--- src/sv/tpit_ram.sv ---
// Generic single write, single read RAM with registered read data.
module tpit_ram #(
   parameter int WIDTH = 8,
   parameter int DEPTH = 16
) (
   input  logic                     clock,
   input  logic                     wr_en,
   input  logic [$clog2(DEPTH)-1:0] wr_addr,
   input  logic [WIDTH-1:0]         wr_data,
   input  logic [$clog2(DEPTH)-1:0] rd_addr,
   output logic [WIDTH-1:0]         rd_data
);

   logic [WIDTH-1:0] mem [DEPTH];
   logic [WIDTH-1:0] rd_data_ff;

   always_ff @(posedge clock) begin
      if (wr_en) begin
         mem[wr_addr] <= wr_data;
      end
      rd_data_ff <= mem[rd_addr];
   end

   assign rd_data = rd_data_ff;

endmodule

--- config.mk ---
export PLATFORM = sky130hd
export DESIGN_NAME = tpit_ram
export DESIGN_NICKNAME = d
export VERILOG_FILES = /design/src/sv/tpit_ram.sv
export SDC_FILE = /design/constraint.sdc
export NUM_CORES = 1
export LEC_CHECK = 0
export BUFFER_PORTS_ARGS = -buffer_cell sky130_fd_sc_hd__buf_2
export CAP_MARGIN = 30
export CELL_PAD_IN_SITES_DETAIL_PLACEMENT = 1
export CELL_PAD_IN_SITES_GLOBAL_PLACEMENT = 1
export CORE_MARGIN = 5
export CORE_UTILIZATION = 30
export CTS_BUF_LIST = sky130_fd_sc_hd__clkbuf_16
export DETAILED_ROUTE_END_ITERATION = 6
export PLACE_DENSITY = 0.59
export SLEW_MARGIN = 15
export SYNTH_ARGS = -nofsm -noshare
export SYNTH_HDL_FRONTEND = slang
export SYNTH_SLANG_ARGS = --single-unit
--- constraint.sdc ---
create_clock -name clock -period 4.1 [get_ports clock]
set_input_delay 0.615 -clock clock [delete_from_list [all_inputs] [get_ports clock]]
set_output_delay 0.615 -clock clock [all_outputs]
set_load 0.03 [all_outputs]
==> reports/qor.csv <==
stage;metric;value;unit
layout;Nets;296;
flow_run;Max-Cap Viols;0;
routing;via-per-instance ratio;4.78;
sta;RSZ-0062 raised after global routing;no;
synth;synthesis-stage register bit count;136;
grt;initial antenna violation count;0;
synth;Synth Flop Type;edfxtp_1;
clock_network;CTS Buf Count;17;
routing;Vias;2441;
synth;Post-Syn Area per Cell;22.5;µm²
synth;Cells after Synth;229;
clock_network;post-CTS setup buffer count;0;
synth;Synth top area share;74.7;%
grt;largest net degree at the start of global routing;33;
clock_network;clk_lat worst skew;410;ps
sta;Final Max Slew Viols;0;
clock_network;Reg clk slew, reported paths;60;ps
sta;worst-margin pin slew;955;ps
sta;setup violators final;0;
setup_path;CP bufs+invs;2;
synth;Yosys Warn Count;0;
synth;FFs w/ async S/R, synth;0;%
synth;library cells used by synthesis;19;
synth;sequential area share after synthesis;77.8;%
power;PD cells;546;nW/µm²
routing;ANT nets after route;0;
sta;final cycle utilization of the critical path;49.8;%
die;Initial Util;30.8;%
die;I/O pin total;26;
layout;Layout area overhead;21.4;%
sta;final setup margin;2060;ps
sta;max_slew headroom;36.2;%
routing;Initial DRT Pass Iterations;4;
setup_path;Top delay family on crit path;buffers and inverters;
clock_network;# clock sinks;136;
place;DP Worst Slack;1610;ps
setup_path;CP Capture Type;register;
place;Final GP Congestion;0.686;
routing;DRT Wirelength;11300;µm
sta;fin crit period;2040;ps
setup_path;CP Data Arrival Time;2340;ps
setup_path;CP max FO;16;
die;Die Ht;141;µm
setup_path;slowest stage cell on the critical path;mux4_1;
grt;Congestion Overflow GR;0;
grt;vias in the first global route;2604;
routing;DRC;0;
sta;Clock Skew;5.24;ps
run_status;outcome;finished, final reports clean;
clock_network;CTS tree;done;
die;die area;19900;µm²
setup_path;CP peak stage delay;620;ps
grt;first-pass GRT wire length;16900;µm
synth;Post-Syn Area;5150;µm²
routing;DRT iter0 DRCs;210;
setup_path;CP required;4400;ps
hold_path;worst min path class;in2reg;
sta;Hold Slack;586;ps
setup_path;Cell Chain, Critical Path;buf_2 -> buf_4 -> mux4_1 -> a22oi_1 -> nand2_1;
power;VDD IR-drop max;283;µV
synth;Yosys top cell by area;edfxtp_1;
grt;GRT Util Overall;12.0;%
synth;synth cell count leaders;128 x edfxtp_1, 18 x mux4_2, 16 x a22oi_1;
power;Leakage Power;2.10;nW
layout;fraction of layout cells with a size suffix above 1;30.9;%
setup_path;WS Path Type;in2reg;
sta;Fmax;490;MHz
clock_network;CTS Buffer Depth;2;
die;row cnt;47;
synth;Synth area leaders;edfxtp_1 75%, mux4_2 7.9%, mux4_1 7.1%;
clock_network;PostCTS Resize Cnt;0;
sta;Setup TNS;0;ps
clock_network;# hold bufs at CTS;0;
place;Port-buffer cells;25;
layout;Diodes inserted;0;
sta;endpoints failing hold;0;
routing;WL/cell;22.2;µm
place;HPWL after DPL;7370;µm
synth;EDFF count, synth;128;
die;chip width;141;µm
clock_network;Max H-tree Level;4;
die;core area;16700;µm²
synth;syn nets;247;
synth;most common cell in the netlist;edfxtp_1;
layout;Util after Layout;37.4;%
setup_path;critical path launch point type;input port;
clock_network;Root Driver;clkbuf_16;
## registers in the layout, indices dropped and copies added, names as in the netlist
name,flops
mem,128
rd_data,8
## routing by layer
layer | part of all wire (%) | GRT usage [%] | vias to the layer above
met2 | 48 | 18.1 | 48
met4 | 1.3 | 4.74 | 0
met5 | 0 | 0 | -
met3 | 3.9 | 3.42 | 13
met1 | 47 | 16.6 | 1308
li1 | - | - | 1072
## cell families (layout without fill, tap and decap cells)
family                 Yosys count  count (layout)  synth area share (%)
muxes                           32              32                  15.0
and+or+nand+nor                 35              35                  3.18
AOI/OAI and AO/OA               16              16                  2.33
DFF                            136             136                  77.8
buffers and inverters           10              72                  1.68
## cell usage in the layout, fill, tap and decap left out
| master | instances |
|---|---|
| nand2_1 | 9 |
| nand2b_1 | 2 |
| edfxtp_1 | 128 |
| or3b_2 | 1 |
| mux4_2 | 18 |
| nor2_1 | 13 |
| dfxtp_1 | 8 |
| nor3_1 | 3 |
| and2_1 | 1 |
| a22oi_1 | 16 |
| clkbuf_16 | 17 |
| nor2b_1 | 1 |
| buf_6 | 4 |
| bufinv_16 | 6 |
| buf_4 | 11 |
| clkinv_4 | 1 |
| mux4_1 | 14 |
| nor3_2 | 1 |
| clkinvlp_4 | 2 |
| and2b_1 | 1 |
| clkinv_2 | 4 |
| buf_2 | 25 |
| nand3_1 | 1 |
| clkinv_1 | 2 |
| nand3b_1 | 2 |
## per-stage QoR
step	area, µm²	std cells	power (mW)
6_report	6250	511	3.41
5_1_grt	6250	511	3.52
4_1_cts	6250	511	3.45
3_5_place_dp	5590	479	1.76
3_3_place_gp	5500	469	1.75
2_1_floorplan	5150	229	1.69
## report_power, final
part	internal [mW]	leakage [nW]	switching (mW)
registers	1.55	1.22	0.00846
clock network	1.13	0.317	0.556
logic	0.0596	0.554	0.101
## worst register-to-register path: stages, from the launching register on
cell	delay (ps)
edfxtp_1	400
mux4_1	520
a22oi_1	280
nand2_1	110
## area by class of cell
type / instances / area (µm²)
multi-input combinational: 83 / 1060
sequential: 136 / 4000
timing repair buffer: 40 / 253
clock buffer: 17 / 425
clock inverter: 15 / 231
tap: 220 / 275
fill: 1644 / 10500
## path summary, 6_finish.rpt
kind,startpoint,to,slack [ps],cells after the start
max,rd_addr[0],rd_data[0],2060,5
min,wr_data[4],mem[10][4],590,1
max reg2reg,mem[10][4],rd_data[4],2680,3
min reg2reg,mem[12][3],rd_data[3],680,3
Power figures use the tool's default switching activity.
