==> src/sv/tpit_pkg.sv <==
// Shared types, codes and sizes for the timestamp pair interpolation table.
package tpit_pkg;

   // Table size and index widths
   localparam int MAX_PAIRS = 64;
   localparam int AW        = $clog2(MAX_PAIRS);
   localparam int CW        = $clog2(MAX_PAIRS + 1);
   localparam int TW        = 31;

   // Divider operand widths: dividend holds a product magnitude, divisor a time span
   localparam int DVD_W = 63;
   localparam int DVS_W = 31;

   // Operation codes
   localparam logic [2:0] MODE_ADD_FRAME = 3'd0;
   localparam logic [2:0] MODE_ADD_TIME  = 3'd1;
   localparam logic [2:0] MODE_REMOVE    = 3'd2;
   localparam logic [2:0] MODE_CLEAR     = 3'd3;
   localparam logic [2:0] MODE_V2D       = 3'd4;
   localparam logic [2:0] MODE_D2V       = 3'd5;

   // Status codes
   localparam logic [2:0] ST_OK        = 3'd0;
   localparam logic [2:0] ST_DUP       = 3'd1;
   localparam logic [2:0] ST_FULL      = 3'd2;
   localparam logic [2:0] ST_BAD_INDEX = 3'd3;
   localparam logic [2:0] ST_NOT_READY = 3'd4;

   // One stored pair
   typedef struct packed {
      logic          flag;
      logic [TW-1:0] video;
      logic [TW-1:0] depth;
   } pair_type;

   localparam int PAIR_W = $bits(pair_type);

   // Divider handshake
   typedef struct packed {
      logic             start;
      logic [DVD_W-1:0] dividend;
      logic [DVS_W-1:0] divisor;
   } div_req_type;

   typedef struct packed {
      logic             done;
      logic [DVD_W-1:0] quotient;
      logic [DVS_W-1:0] remainder;
   } div_rsp_type;

endpackage

==> src/sv/tpit_div.sv <==
// Restoring unsigned divider, one quotient bit per cycle.
module tpit_div (
   input  logic                 clock,
   input  logic                 reset,
   input  tpit_pkg::div_req_type req,
   output tpit_pkg::div_rsp_type rsp
);
   import tpit_pkg::*;

   localparam int NW = $clog2(DVD_W + 1);

   logic             busy_ff, busy_in;
   logic             done_ff, done_in;
   logic [NW-1:0]    cnt_ff, cnt_in;
   logic [DVD_W-1:0] quo_ff, quo_in;
   logic [DVS_W-1:0] rem_ff, rem_in;
   logic [DVS_W-1:0] dvs_ff, dvs_in;
   logic [DVS_W:0]   trial;

   // One shift and trial subtract per cycle
   always_comb begin
      busy_in = busy_ff;
      done_in = 1'b0;
      cnt_in  = cnt_ff;
      quo_in  = quo_ff;
      rem_in  = rem_ff;
      dvs_in  = dvs_ff;
      trial   = {rem_ff, quo_ff[DVD_W-1]};
      if (req.start) begin
         busy_in = 1'b1;
         cnt_in  = NW'(DVD_W);
         quo_in  = req.dividend;
         rem_in  = '0;
         dvs_in  = req.divisor;
      end else if (busy_ff) begin
         if (trial >= {1'b0, dvs_ff}) begin
            rem_in = DVS_W'(trial - {1'b0, dvs_ff});
            quo_in = {quo_ff[DVD_W-2:0], 1'b1};
         end else begin
            rem_in = trial[DVS_W-1:0];
            quo_in = {quo_ff[DVD_W-2:0], 1'b0};
         end
         cnt_in = cnt_ff - NW'(1);
         if (cnt_ff == NW'(1)) begin
            busy_in = 1'b0;
            done_in = 1'b1;
         end
      end
   end

   always_ff @(posedge clock) begin
      if (reset) begin
         busy_ff <= 1'b0;
         done_ff <= 1'b0;
         cnt_ff  <= '0;
      end else begin
         busy_ff <= busy_in;
         done_ff <= done_in;
         cnt_ff  <= cnt_in;
      end
      quo_ff <= quo_in;
      rem_ff <= rem_in;
      dvs_ff <= dvs_in;
   end

   assign rsp.done      = done_ff;
   assign rsp.quotient  = quo_ff;
   assign rsp.remainder = rem_ff;

endmodule

==> config.mk <==
export PLATFORM = sky130hd
export DESIGN_NAME = tpit_div
export DESIGN_NICKNAME = d
export VERILOG_FILES = /design/src/sv/tpit_pkg.sv /design/src/sv/tpit_div.sv
export SDC_FILE = /design/constraint.sdc
export NUM_CORES = 1
export LEC_CHECK = 0
export BUFFER_PORTS_ARGS = -buffer_cell sky130_fd_sc_hd__buf_2
export CAP_MARGIN = 20
export CORE_UTILIZATION = 47
export CTS_CLUSTER_DIAMETER = 120
export DETAILED_ROUTE_END_ITERATION = 10
export PLACE_DENSITY_LB_ADDON = 0.2
export SYNTH_ARGS = -nofsm -noshare
export SYNTH_HDL_FRONTEND = slang
export SYNTH_SLANG_ARGS = --single-unit
==> constraint.sdc <==
create_clock -name clock -period 6.8 [get_ports clock]
set_clock_uncertainty 0.05 [all_clocks]
set_input_delay 2.04 -clock clock [delete_from_list [all_inputs] [get_ports clock]]
set_output_delay 2.04 -clock clock [all_outputs]
set_load 0.03 [all_outputs]
==> summary.txt <==
Finish
  • Nets: 978
  • Diode count: 0
  • Design Area, Final: 8870 um2
  • Share of layout cells above drive strength 1: 35.3%
  • Area grow syn2layout: 23.1%
  • Commonest cells after routing, fill and taps aside: buf_2 (190), edfxtp_1 (94), nand2_1 (65)
  • Commonest non-fill, non-tap cell in the layout: buf_2

Floorplan
  • Die W: 126 um
  • # IOs: 192
  • Initial Utilization: 48.8%
  • Die footprint: 15800 um2
  • Core footprint: 14800 um2
  • Rows: 44
  • Die Span Y: 126 um

GRT
  • Initial antenna violation count: 0
  • Gr ovfl total: 0
  • Largest net degree at the start of global routing: 64
  • Total global-route track usage: 22.7%
  • First-pass GRT wire length: 28.4 mm
  • Vias in the first global route: 5730

Synth
  • Yosys cell types: 66
  • Async SR Flop Fraction: 0%
  • Syn Inst Count: 664
  • Syn_nets: 795
  • Number of synthesized flops with an enable pin: 94
  • Sequential element share of the synthesized area: 50.0%
  • Synth area leaders: edfxtp_1 (39%), dfxtp_1 (11%), mux2_2 (9.7%), ha_1 (5.7%), nand2_1 (3.4%)
  • Synth Register Bits: 133
  • Post-synth top area cell: edfxtp_1
  • Mapped Avg Cell Area: 10.9 um2
  • Post-synth top area share: 39.2%
  • Top FF cell, synth: edfxtp_1
  • Synth warn: 0
  • Synthesized area: 7210 um2

Route
  • DRC Markers: 0
  • Drt pass-1 iters: 5
  • Drt wl/cell: 16.6 um
  • Initial drt markers: 356
  • Via density: 5.51
  • Antenna Nets Post-Route: 0
  • Detailed Route WL: 17.3 mm
  • Routed via count: 5755

CTS
  • CTS Buf Count: 17
  • Hold_buf cts: 0
  • Clk Latency, worst-skew pair: 0.42 ns
  • Clk sinks: 133
  • Clk slew on worst S/H paths: 0.06 ns
  • TritonCTS clock tree: built
  • Deepest level of the CTS H-tree: 4
  • Root Driver: clkbuf_16
  • # Post-CTS Setup Buffers: 0
  • Post-CTS Resized: 0
  • CTS Buffer Depth: 2

Setup path
  • Worst endpoint required time: 7.08 ns
  • Critical-path maximum fanout: 16
  • CP Capture Type: flop
  • CP Launch Type: flop
  • Worst path arrival time: 3.93 ns
  • Setup CP Type: flop to flop

Place
  • Port Buffers: 191
  • Detailed placement HPWL: 12.4 mm
  • GP Congestion: 0.890
  • Post-DP Area: 8280 um2

STA
  • Slew margin rel.: 45.8%
  • Final period util: 53.8%
  • Final setup viols: 0
  • Max-slew violation count: 0
  • Highest clock rate: 274 MHz
  • Post-layout min period: 3.66 ns
  • Final Hold Slack: 0.449 ns
  • Sum of negative setup slack: 0 ns
  • Final Hold Violating Endpoints: 0
  • Worst Max-Slew Pin Slew: 0.813 ns
  • RSZ-0062 raised after global routing: false

Outcome
  • Outcome: finished clean

Power
  • Maximum vdd drop: 208 uV
  • Power Density: 279 nW/um2
  • Lkg Pwr: 3.82 nW

Job
  • Number of max-cap violations: 0

Hold path
  • Min-Delay Path Class: flop to flop
-- per-stage QoR --
stage          util [%]  power (mW)  worst slack (ns)  instances
2_1_floorplan         -        1.42              2.40        664
3_3_place_gp       56.1        1.57              2.94       1011
3_5_place_dp       56.1        1.58              2.90       1011
4_1_cts            60.0        2.49              3.13       1043
5_1_grt            60.1        2.59              2.93       1044
6_report           60.1        2.47              3.14       1044
-- cell type report --
type | count | area, um2
inverters | 41 | 154
clock buffers | 17 | 425
multi-input cells | 457 | 3290
repair buffers | 197 | 1010
well taps | 184 | 230
flip-flops and latches | 133 | 3600
clock inverters | 15 | 154
fillers | 1275 | 5880
-- state kept, by name, summed over array words and instances (netlist names) --
signal,flops
quo_ff,63
dvs_ff,31
rem_ff,31
cnt_ff,6
busy_ff,1
done_ff,1
-- per-layer routing --
layer  track usage (%)  part of all wire, %  up-vias
li1                  -                    -     2826
met1              28.0                   42     2687
met2              38.1                   49      217
met3              6.54                  7.2       25
met4              7.44                  1.6        0
met5                 0                    0        -
-- worst max-delay path: stages, from the launching register on --
cell and delay, ns:
edfxtp_1 0.37, inv_1 0.05, ha_1 0.22, fa_1 0.42
nor2b_2 0.20, o31ai_4 0.09, a21oi_4 0.20, a2111oi_2 0.11
o21ai_2 0.33, nand2_1 0.41, buf_4 0.34, or4_1 0.52
a311oi_1 0.25
-- where the power goes --
part	switching, mW	internal, mW
clock network	0.364	0.541
registers	0.0455	0.956
logic	0.357	0.209
-- synthesized netlist by cell type (6+ instances only) --
master and instances:
edfxtp_1 94, nand2_1 65, mux2_2 62, nor2_1 56, inv_1 40, dfxtp_1 39, a21oi_1 35, ha_1 33
a311oi_1 20, clkbuf_1 19, a21o_1 14, o21ai_0 14, xnor2_1 14, nor3_1 12, a211oi_1 11, nand3_1 11
nand4_1 10, xor2_1 10, buf_2 9, o211ai_1 8, o21bai_1 6
-- path summary, 6_finish.rpt --
check / startpoint / end / slack, ns / cells past startpoint
max: quo_ff[62] / rem_ff[11] / 3.14 / 12
max reg2reg: quo_ff[62] / rem_ff[11] / 3.14 / 12
min reg2reg: rem_ff[30] / rem_ff[30] / 0.45 / 1
min: rem_ff[30] / rem_ff[30] / 0.45 / 1
-- cells by family after synthesis --
| group | Yosys count | share of synthesized area, % |
|---|---|---|
| and+or+nand+nor | 188 | 12.0 |
| AOI/OAI and AO/OA | 145 | 14.5 |
| DFF | 133 | 50.0 |
| buffers and inverters | 74 | 4.32 |
| muxes | 66 | 10.3 |
| adders and majority gates | 34 | 6.01 |
| xor gates and xnor gates | 24 | 2.92 |
(Power assumes the default switching activity.)
